===== src/rtl/core/rsa_pkg.sv =====
// ----------------------------------------------------------------------------
// rsa_pkg
// Shared constants for the character modular-exponentiation cipher: the
// character mapping offsets, the configuration register indexes and the item action codes.
// ----------------------------------------------------------------------------
package rsa_pkg;

  // Character mapping
  localparam int unsigned CHAR_OFFSET = 63;  // '?'
  localparam int unsigned SPACE_CODE  = 28;
  localparam int unsigned SPACE_CHAR  = 32;  // ' '

  // Configuration register indexes
  localparam int unsigned REG_IDX_W = 2;
  localparam logic [REG_IDX_W-1:0] REG_PUB_EXP  = 2'd0;
  localparam logic [REG_IDX_W-1:0] REG_PRIV_EXP = 2'd1;
  localparam logic [REG_IDX_W-1:0] REG_MODULUS  = 2'd2;

  // Item action codes
  localparam logic ACT_ENCRYPT = 1'b0;
  localparam logic ACT_DECRYPT = 1'b1;

endpackage


===== src/rtl/core/rsa_char_modexp_cipher_unit.sv =====
// ----------------------------------------------------------------------------
// rsa_char_modexp_cipher_unit
// Sequence: the operand is first reduced mod n; then for each exponent bit up
//   to its highest set one, a square, preceded by a multiply if the bit is
//   set; then the power is decoded and the result word registered.
// Throughput: one word at a time, set by the single bit-serial mod-n
//   multiplier that every reduction, multiply and square shares.
// Reset: asynchronous, active low; registers return to e=17, d=2753, n=3233.
// ----------------------------------------------------------------------------
// Toy RSA over characters: encrypt maps a character to a code and returns
// code^e mod n, decrypt returns c^d mod n mapped back to a character.
// Exponentiation is square-and-multiply, exponent LSB first.
// ----------------------------------------------------------------------------
module rsa_char_modexp_cipher_unit #(
  parameter int unsigned WIDTH = 16
) (
  input  logic                         clk_i,
  input  logic                         rst_ni,
  // configuration
  input  logic                         cfg_we_i,
  input  logic [rsa_pkg::REG_IDX_W-1:0] cfg_index_i,
  input  logic [WIDTH-1:0]             cfg_data_i,
  // input words
  input  logic                         in_valid_i,
  output logic                         in_stall_o,
  input  logic                         action_i,
  input  logic [WIDTH-1:0]             value_i,
  // result words
  output logic                         out_valid_o,
  input  logic                         out_stall_i,
  output logic [WIDTH-1:0]             result_o
);

  import rsa_pkg::*;

  localparam int unsigned TW = WIDTH + 2;
  localparam int unsigned CW = $clog2(WIDTH);

  typedef enum logic [2:0] {
    S_IDLE,
    S_REDUCE,
    S_DECIDE,
    S_MUL_ACC,
    S_MUL_SQ,
    S_OUTPUT
  } state_e;

  state_e            state_q;
  logic [WIDTH-1:0]  pub_exp_q, priv_exp_q, mod_q;
  logic              action_q, negate_q;
  logic [WIDTH-1:0]  exp_q, acc_q, sq_q;
  logic [WIDTH-1:0]  mul_a_q, mul_b_q, mul_r_q;
  logic [CW-1:0]     cnt_q;
  logic              out_valid_q;
  logic [WIDTH-1:0]  out_result_q;

  // Effective modulus: below two counts as one
  logic [WIDTH-1:0] n_eff, one_n;
  assign n_eff = (mod_q < WIDTH'(2)) ? WIDTH'(1) : mod_q;
  assign one_n = (n_eff == WIDTH'(1)) ? '0 : WIDTH'(1);

  // Operand selection for a new word
  logic [WIDTH-1:0] op_x;
  logic             op_neg;
  always_comb begin
    op_x   = value_i;
    op_neg = 1'b0;
    if (action_i == ACT_ENCRYPT) begin
      if (value_i == WIDTH'(SPACE_CHAR)) begin
        op_x = WIDTH'(SPACE_CODE);
      end else if (value_i >= WIDTH'(CHAR_OFFSET)) begin
        op_x = value_i - WIDTH'(CHAR_OFFSET);
      end else begin
        op_x   = WIDTH'(CHAR_OFFSET) - value_i;
        op_neg = 1'b1;
      end
    end
  end

  // Shared multiplier step: r <= (2r + a_msb*b) mod n, with r, b below n
  logic [TW-1:0]    mul_t, n1, n2;
  logic [WIDTH-1:0] mul_r_d;
  logic             mul_last;
  assign n1    = TW'(n_eff);
  assign n2    = {1'b0, n_eff, 1'b0};
  assign mul_t = {1'b0, mul_r_q, 1'b0} + (mul_a_q[WIDTH-1] ? TW'(mul_b_q) : '0);
  always_comb begin
    priority if (mul_t >= n2) begin
      mul_r_d = WIDTH'(mul_t - n2);
    end else if (mul_t >= n1) begin
      mul_r_d = WIDTH'(mul_t - n1);
    end else begin
      mul_r_d = WIDTH'(mul_t);
    end
  end
  assign mul_last = (cnt_q == '0);

  // Residue of a negative code
  logic [WIDTH-1:0] base_d;
  assign base_d = (negate_q && (mul_r_d != '0)) ? (n_eff - mul_r_d) : mul_r_d;

  // Character decode of the finished power (decrypt only; encrypt passes it through)
  logic [WIDTH-1:0] res_d;
  always_comb begin
    if (action_q == ACT_ENCRYPT) begin
      res_d = acc_q;
    end else if (acc_q == WIDTH'(SPACE_CODE)) begin
      res_d = WIDTH'(SPACE_CHAR);
    end else begin
      res_d = acc_q + WIDTH'(CHAR_OFFSET);
    end
  end

  // Sequencer, datapath and output register
  always_ff @(posedge clk_i or negedge rst_ni) begin
    if (!rst_ni) begin
      state_q      <= S_IDLE;
      pub_exp_q    <= WIDTH'(17);
      priv_exp_q   <= WIDTH'(2753);
      mod_q        <= WIDTH'(3233);
      action_q     <= ACT_ENCRYPT;
      negate_q     <= 1'b0;
      exp_q        <= '0;
      acc_q        <= '0;
      sq_q         <= '0;
      mul_a_q      <= '0;
      mul_b_q      <= '0;
      mul_r_q      <= '0;
      cnt_q        <= '0;
      out_valid_q  <= 1'b0;
      out_result_q <= '0;
    end else begin
      // register writes
      if (cfg_we_i) begin
        unique case (cfg_index_i)
          REG_PUB_EXP:  pub_exp_q  <= cfg_data_i;
          REG_PRIV_EXP: priv_exp_q <= cfg_data_i;
          REG_MODULUS:  mod_q      <= cfg_data_i;
          default: ;
        endcase
      end

      // result word taken; a new word in the output state replaces it
      if (out_valid_q && !out_stall_i && state_q != S_OUTPUT) begin
        out_valid_q <= 1'b0;
      end

      // multiplier steps in every multiply state, up to its last step
      if ((state_q == S_REDUCE || state_q == S_MUL_ACC || state_q == S_MUL_SQ)
          && !mul_last) begin
        mul_r_q <= mul_r_d;
        mul_a_q <= {mul_a_q[WIDTH-2:0], 1'b0};
        cnt_q   <= cnt_q - CW'(1);
      end

      unique case (state_q)
        S_IDLE: begin
          if (in_valid_i) begin
            action_q <= action_i;
            negate_q <= op_neg;
            exp_q    <= (action_i == ACT_ENCRYPT) ? pub_exp_q : priv_exp_q;
            mul_a_q  <= op_x;
            mul_b_q  <= one_n;
            mul_r_q  <= '0;
            cnt_q    <= CW'(WIDTH - 1);
            state_q  <= S_REDUCE;
          end
        end
        S_REDUCE: begin
          if (mul_last) begin
            sq_q    <= base_d;
            acc_q   <= one_n;
            state_q <= S_DECIDE;
          end
        end
        S_DECIDE: begin
          mul_r_q <= '0;
          cnt_q   <= CW'(WIDTH - 1);
          if (exp_q == '0) begin
            state_q <= S_OUTPUT;
          end else if (exp_q[0]) begin
            mul_a_q <= acc_q;
            mul_b_q <= sq_q;
            state_q <= S_MUL_ACC;
          end else begin
            mul_a_q <= sq_q;
            mul_b_q <= sq_q;
            state_q <= S_MUL_SQ;
          end
        end
        S_MUL_ACC: begin
          if (mul_last) begin
            acc_q   <= mul_r_d;
            mul_a_q <= sq_q;
            mul_b_q <= sq_q;
            mul_r_q <= '0;
            cnt_q   <= CW'(WIDTH - 1);
            state_q <= S_MUL_SQ;
          end
        end
        S_MUL_SQ: begin
          if (mul_last) begin
            sq_q    <= mul_r_d;
            exp_q   <= exp_q >> 1;
            state_q <= S_DECIDE;
          end
        end
        S_OUTPUT: begin
          if (!out_valid_q || !out_stall_i) begin
            out_result_q <= res_d;
            out_valid_q  <= 1'b1;
            state_q      <= S_IDLE;
          end
        end
        default: state_q <= S_IDLE;
      endcase
    end
  end

  assign in_stall_o  = (state_q != S_IDLE);
  assign out_valid_o = out_valid_q;
  assign result_o    = out_result_q;

endmodule


===== config.mk =====
export PLATFORM = sky130hd
export DESIGN_NAME = rsa_char_modexp_cipher_unit
export DESIGN_NICKNAME = d
export VERILOG_FILES = /design/src/rtl/core/rsa_pkg.sv /design/src/rtl/core/rsa_char_modexp_cipher_unit.sv
export SDC_FILE = /design/constraint.sdc
export NUM_CORES = 1
export LEC_CHECK = 0
export BUFFER_PORTS_ARGS = -buffer_cell sky130_fd_sc_hd__buf_2
export CAP_MARGIN = 20
export CELL_PAD_IN_SITES_DETAIL_PLACEMENT = 0
export CELL_PAD_IN_SITES_GLOBAL_PLACEMENT = 1
export CORE_MARGIN = 2
export CORE_UTILIZATION = 41
export DETAILED_ROUTE_END_ITERATION = 12
export GPL_ROUTABILITY_DRIVEN = 1
export HOLD_SLACK_MARGIN = 0.06
export PLACE_DENSITY_LB_ADDON = 0.1
export SYNTH_ARGS = -nofsm -noshare
export SYNTH_HDL_FRONTEND = slang
export SYNTH_SLANG_ARGS = --single-unit

===== constraint.sdc =====
create_clock -name clk_i -period 8.1 [get_ports clk_i]
set_input_delay 1.215 -clock clk_i [delete_from_list [all_inputs] [get_ports clk_i]]
set_output_delay 1.215 -clock clk_i [all_outputs]
set_load 0.05 [all_outputs]

== After elaboration in Yosys (flattened, before gate mapping) ==
Cells that the tools add are included.
W data, S select, Z words.
Storage, ports and cells
  memories: 0
  latch bits: 0
  output and inout port bits: 18
  RAM bits: 0
  input port bits: 40
  register bits: 170
  logic and storage cells: 127
  memory bits (read-only): 0
Operators by class
  shift operators: 0
  div/mod/pow operators: 0
  $add $sub $neg: 8
  mux-type cells: 51
  multiply operators: 0
  eq/ne operators: 18
  bitwise operators: 0
  reduce and logical (&&, ||, !) cells: 31
  order comparisons: 4
Operator list (count)
  $mux W16: 27
  $pmux W16 S3: 3
  $pmux W16 S2: 3
  $sub A16 B16 Y16: 3
  $add A17 B16 Y18: 1
  $ge A18 B16 Y1: 1
  $ge A18 B17 Y1: 1
  $mux W3: 6
  $add A16 B6 Y16 const B: 1
  $eq A16 B1 Y1 const B: 1
  $eq A16 B5 Y1 const B: 1
  $eq A16 B6 Y1 const B: 1
  $ge A16 B6 Y1 const B: 1
  $logic_not A16 Y1: 1
  $lt A16 B2 Y1 const B: 1
  $reduce_bool A16 Y1: 1
  $sub A16 B6 Y16 const B: 1
  $sub A6 B16 Y16 const A: 1
  $pmux W3 S5: 1
  $mux W4: 3
  $ne A2 B2 Y1 const B: 6
  $pmux W4 S3: 1
  $reduce_and A2 Y1: 5
  $reduce_and A3 Y1: 3
  other kinds (19): 38

== Logic depth before layout (Yosys ltp) ==
  depth after elaboration: 10
  mapped depth: 31
  depth with buffers taken out: 30

== Worst setup path after synthesis ==
Ideal clock, no wire load.
  path kind: flip-flop to flip-flop
  start point: register mul_a_q[15]
  end point: register sq_q[7]
  library setup time: 132 ps
  data arrival time: 6415 ps
  period minus slack after synthesis: 6547 ps
  path buffers: 2
  path slack: 1553 ps
  required time: 7968 ps
  stages on the path, launching flop included: 31
  path through: dfrtp_1 > clkbuf_1 > and2_1 > ha_1 > a211o_1 > a211o_1 > a21oi_1 > nor2b_1 > o41a_1 > xor2_1 > ha_1 > o21a_1 > nor2_1 > a31o_2 > a211o_1 > o211a_1 > buf_2 > nand3_2 > mux2i_1 > o21ai_1 > ha_1 > a21o_1 > o221ai_1 > a21boi_0 > a31oi_1 > o21a_1 > maj3_1 > mux2_2 > o2111ai_2 > xnor2_1 > o21ai_1
Between the ends
  longest elaborated chain between the ends: 10
  elaborated cells between the ends (all ways): 15
  those cells by class: add/sub: 4; order compare: 2; mux: 7; reduce/logical: 2
Ends and longest elaborated chain
  start: declaration: RTL line rsa_char_modexp_cipher_unit.sv:52  | logic [WIDTH-1:0] mul_a_q, mul_b_q, mul_r_q;
  start signal: assignment: RTL line rsa_char_modexp_cipher_unit.sv:152  | mul_a_q <= {mul_a_q[WIDTH-2:0], 1'b0};
  start signal: assignment: RTL line rsa_char_modexp_cipher_unit.sv:162  | mul_a_q <= op_x;
  start signal: assignment: RTL line rsa_char_modexp_cipher_unit.sv:182  | mul_a_q <= acc_q;
  $mux W16 (*): RTL line rsa_char_modexp_cipher_unit.sv:86  | assign mul_t = {1'b0, mul_r_q, 1'b0} + (mul_a_q[WIDTH-1] ? TW'(mul_b_q) : '0);
  $add A17 B16 Y18 (*): RTL line rsa_char_modexp_cipher_unit.sv:86
  $sub A16 B16 Y16 or $ge A18 B16 Y1 (tied branches): RTL line rsa_char_modexp_cipher_unit.sv:91, rsa_char_modexp_cipher_unit.sv:90
  $mux W16: RTL line rsa_char_modexp_cipher_unit.sv:90  | end else if (mul_t >= n1) begin
  $mux W16 (*): RTL line rsa_char_modexp_cipher_unit.sv:88  | priority if (mul_t >= n2) begin
  branches (longest 4 deep; another with $sub A16 B16 Y16)
  $pmux W16 S2 (*): RTL line rsa_char_modexp_cipher_unit.sv:156  | unique case (state_q)
  end signal: assignment: RTL line rsa_char_modexp_cipher_unit.sv:171  | sq_q <= base_d;
  end signal: assignment: RTL line rsa_char_modexp_cipher_unit.sv:203  | sq_q <= mul_r_d;
  end: declaration: RTL line rsa_char_modexp_cipher_unit.sv:51  | logic [WIDTH-1:0] exp_q, acc_q, sq_q;
Every way passes the cells marked *. The select of a mux whose other input is x is not followed.
A chain may end at the register's enable or synchronous reset.

== Final worst setup path ==
Same ends and word-level chain as after synthesis.

==> flow_summary_export.csv <==
group,metric,value,unit
outcome,outcome,"complete, no violations",
power,power_density,398.1,nW/um2
floorplan,die_y,174.4,um
sta,hold_viol,0,
place,dp_hpwl,27920,um
clock_tree,htreeDepth,4,
synth,muxShareOfSynthArea,7.207,%
route,via_per_inst,5.733,
sta,fin_crit_sh,91.78,%
power,p_leak,5.899,nW
clock_tree,cts_tree,"done",
min_path,hp-start,"result_o[12]$_DFFE_PN0P_",
clock_tree,cts_made_buffers,17,
clock_tree,clkTransAtPathRegs,70,ps
worst_setup_path,crit_top_cell,"o21ai_1",
place,place_area,12600,um2
worst_setup_path,worst-path-buf-inv,0,
cells_and_area,design_area,13240,um2
clock_tree,postCtsSetupRepairBufs,0,
worst_setup_path,path_delay_family,"compound AO/OA/AOI/OAI gates",
synth,yosysUniqueCellTypes,91,
clock_tree,cts_hold_buffers,0,
sta,slew_violations,0,
sta,finalSetupTns,0,ps
route,drc,0,
worst_setup_path,r2r-end,"sq_q[7]$_DFFE_PN0P_",
power,ir_drop,149.2,uV
cells_and_area,final_util,46.25,%
synth,synth_compound_area_share,22.04,%
synth,synth_seq_cells,170,
worst_setup_path,regToRegSetupSlack,670,ps
worst_setup_path,worstSetupPathType,"flop to flop",
worst_setup_path,worstPathArrival,7750,ps
synth,ys_warn_count,0,
global_routing,overflow,0,
clock_tree,root_buffer,"clkbuf_16",
global_routing,grt_pass1_wl,57420,um
synth,ys_seq_area_share,35.84,%
synth,ys.flop_type,"dfrtp_1",
floorplan,die_area,30430,um2
global_routing,antenna_found_initial,0,
route,routed_wl,36550,um
clock_tree,clkLatencyLatePin,430,ps
run,drv_cap,0,
clock_tree,cts_resized,0,
cells_and_area,final_common_cell,"nand2_1",
route,wl_per_cell,20.56,um
worst_setup_path,cp.required,8420,ps
synth,synth-simple-area-share,17.52,%
worst_setup_path,slowest_stage,"o21ai_1",
sta,finalHoldWorstSlack,474.5,ps
clock_tree,clkSinkCount,170,
floorplan,core,28630,um2
synth,syn_inst,1346,
global_routing,gr-usage-all-layers,24.28,%
worst_setup_path,end_kind,"flop",
floorplan,pin_count,58,
synth,netlist_area,11910,um2
place,place_congestion,0.8800,
synth,synthAdderAreaFrac,7.501,%
sta,worst_slew_pin_slew,1008,ps
worst_setup_path,r2r_start,"mul_a_q[15]$_DFF_PN0_",
synth,synth_edf_count,0,
worst_setup_path,slowest_delay,530,ps
synth,synth_nets,1451,
sta,setup_viol,0,
worst_setup_path,rr_worst_depth,29,
sta,rsz0062_at_grt,"no",
floorplan,die_x,174.4,um
place,portBuffers,57,
cells_and_area,areaGrowthSynthToFinish,11.17,%
power,total_power,5.271,mW
global_routing,grt_max_degree,77,
synth,synthArstFlopShare,100.0,%
synth,synth.avg_cell_area,8.849,um2
clock_tree,clk_path_buf_depth,2,
floorplan,num_rows,62,
synth,synth_xor_xnor_area_share,6.293,%
min_path,hp-class,"flop to flop",
sta,period_needed,7435,ps
worst_setup_path,start_kind,"flop",
cells_and_area,layout_common_cells,"nand2_1, dfrtp_1, o21ai_0",
synth,synth_top_family_by_area,"compound AO/OA/AOI/OAI gates",
min_path,holdPathEnd,"result_o[12]$_DFFE_PN0P_",
cells_and_area,drive_gt1_share,15.06,%
route,via_count,10193,
cells_and_area,fin_nets,1486,
route,drt_pre_antenna_iters,8,
min_path,min_path_cells,2,
route,drtIter0Drc,788,
floorplan,start_util,41.61,%
sta,fmax,134.5,MHz
worst_setup_path,worstPathMaxFanout,17,
sta,finalClockSkew,17.28,ps
route,ant_nets,0,
cells_and_area,antenna_cells,0,
global_routing,first_global_vias,9776,
sta,maxSlewHeadroom,32.34,%
==> per-layer routing <==
metal	share of wire (%)	GRT usage, %	up-vias
met2	46	38.53	246
met5	0	0	-
met3	4.1	2.778	33
li1	-	-	4956
met4	1.6	5.532	0
met1	48	35.47	4958
==> worst min-delay path, cell delays in order (launching register included) <==
cell and delay, ps:
dfrtp_1 340, nand2_1 40, o21ai_0 60
==> stage by stage <==
step | cells | setup WS (ps)
final | 1778 | 665.4
after global placement | 1745 | 934.4
after global routing | 1778 | 179.1
after detailed placement | 1745 | 688.3
after floorplan | 1346 | 1553
after CTS | 1777 | 667.1
==> synthesized netlist by cell type, types with 13 or more instances <==
library cell / instances / area [um2]
a21o_1: 18 / 135.1
clkbuf_1: 54 / 202.7
nor2_1: 67 / 251.5
a21oi_1: 67 / 335.3
nand2_1: 219 / 822.0
o21ai_1: 15 / 75.07
nand4_1: 14 / 87.58
xor2_1: 37 / 324.1
nor4_1: 15 / 93.84
and3_1: 13 / 81.33
ha_1: 61 / 763.2
and2_1: 21 / 131.4
xnor2_1: 46 / 402.9
inv_1: 45 / 168.9
nor3_1: 24 / 120.1
mux2_2: 52 / 585.6
o21ai_0: 127 / 635.6
a211oi_1: 19 / 142.6
mux2i_1: 25 / 250.2
dfrtp_1: 158 / 3954
nand3_1: 22 / 110.1
==> cell type report <==
| class | instances | area (um2) |
|---|---|---|
| Fill cell | 2838 | 15380 |
| Multi-Input combinational cell | 1067 | 7229 |
| Sequential cell | 170 | 4269 |
| Tap cell | 384 | 480.5 |
| Timing Repair Buffer | 78 | 469.2 |
| Clock buffer | 19 | 432.9 |
| Clock inverter | 13 | 182.7 |
| Inverter | 47 | 176.4 |
==> cell families (layout without fill, tap and decap cells) <==
logic type | count (synthesis) | count (layout)
xor gates and xnor gates | 84 | 84
AOI/OAI and AO/OA | 387 | 387
adders and majority gates | 70 | 70
muxes | 78 | 78
and+or+nand+nor | 448 | 448
buffers and inverters | 109 | 157
DFF | 170 | 170
==> state kept, by name, summed over array words and instances, names as in the netlist, 3 cells and up <==
register and cells:
acc_q 16, mod_q 16, mul_a_q 16, result_o 16, cnt_q 4, state_q 3
sq_q 16, mul_r_q 16, pub_exp_q 16, priv_exp_q 16, exp_q 16, mul_b_q 16
==> power by group <==
part           switching [mW]  leakage (nW)  internal (mW)  total (mW)
sequential              0.232          2.13           1.07        1.30
clock                   0.380         0.301          0.496       0.877
combinational            1.93          3.47           1.17        3.10
total                    2.54          5.90           2.73        5.27
==> worst max path at each step <==
stage,from,to,slack (ps),cells past startpoint
floorplan,mul_a_q[15]$_DFF_PN0_,sq_q[7]$_DFFE_PN0P_,1550,30
global route,mul_a_q[15]$_DFF_PN0_,sq_q[15]$_DFFE_PN0P_,180,29
CTS,mul_a_q[15]$_DFF_PN0_,sq_q[7]$_DFFE_PN0P_,670,29
finish,mul_a_q[15]$_DFF_PN0_,sq_q[7]$_DFFE_PN0P_,670,29
global placement,mul_a_q[15]$_DFF_PN0_,sq_q[7]$_DFFE_PN0P_,930,29
detailed placement,mul_a_q[15]$_DFF_PN0_,sq_q[7]$_DFFE_PN0P_,690,29
Note: power is estimated with default switching activity, not from simulation.
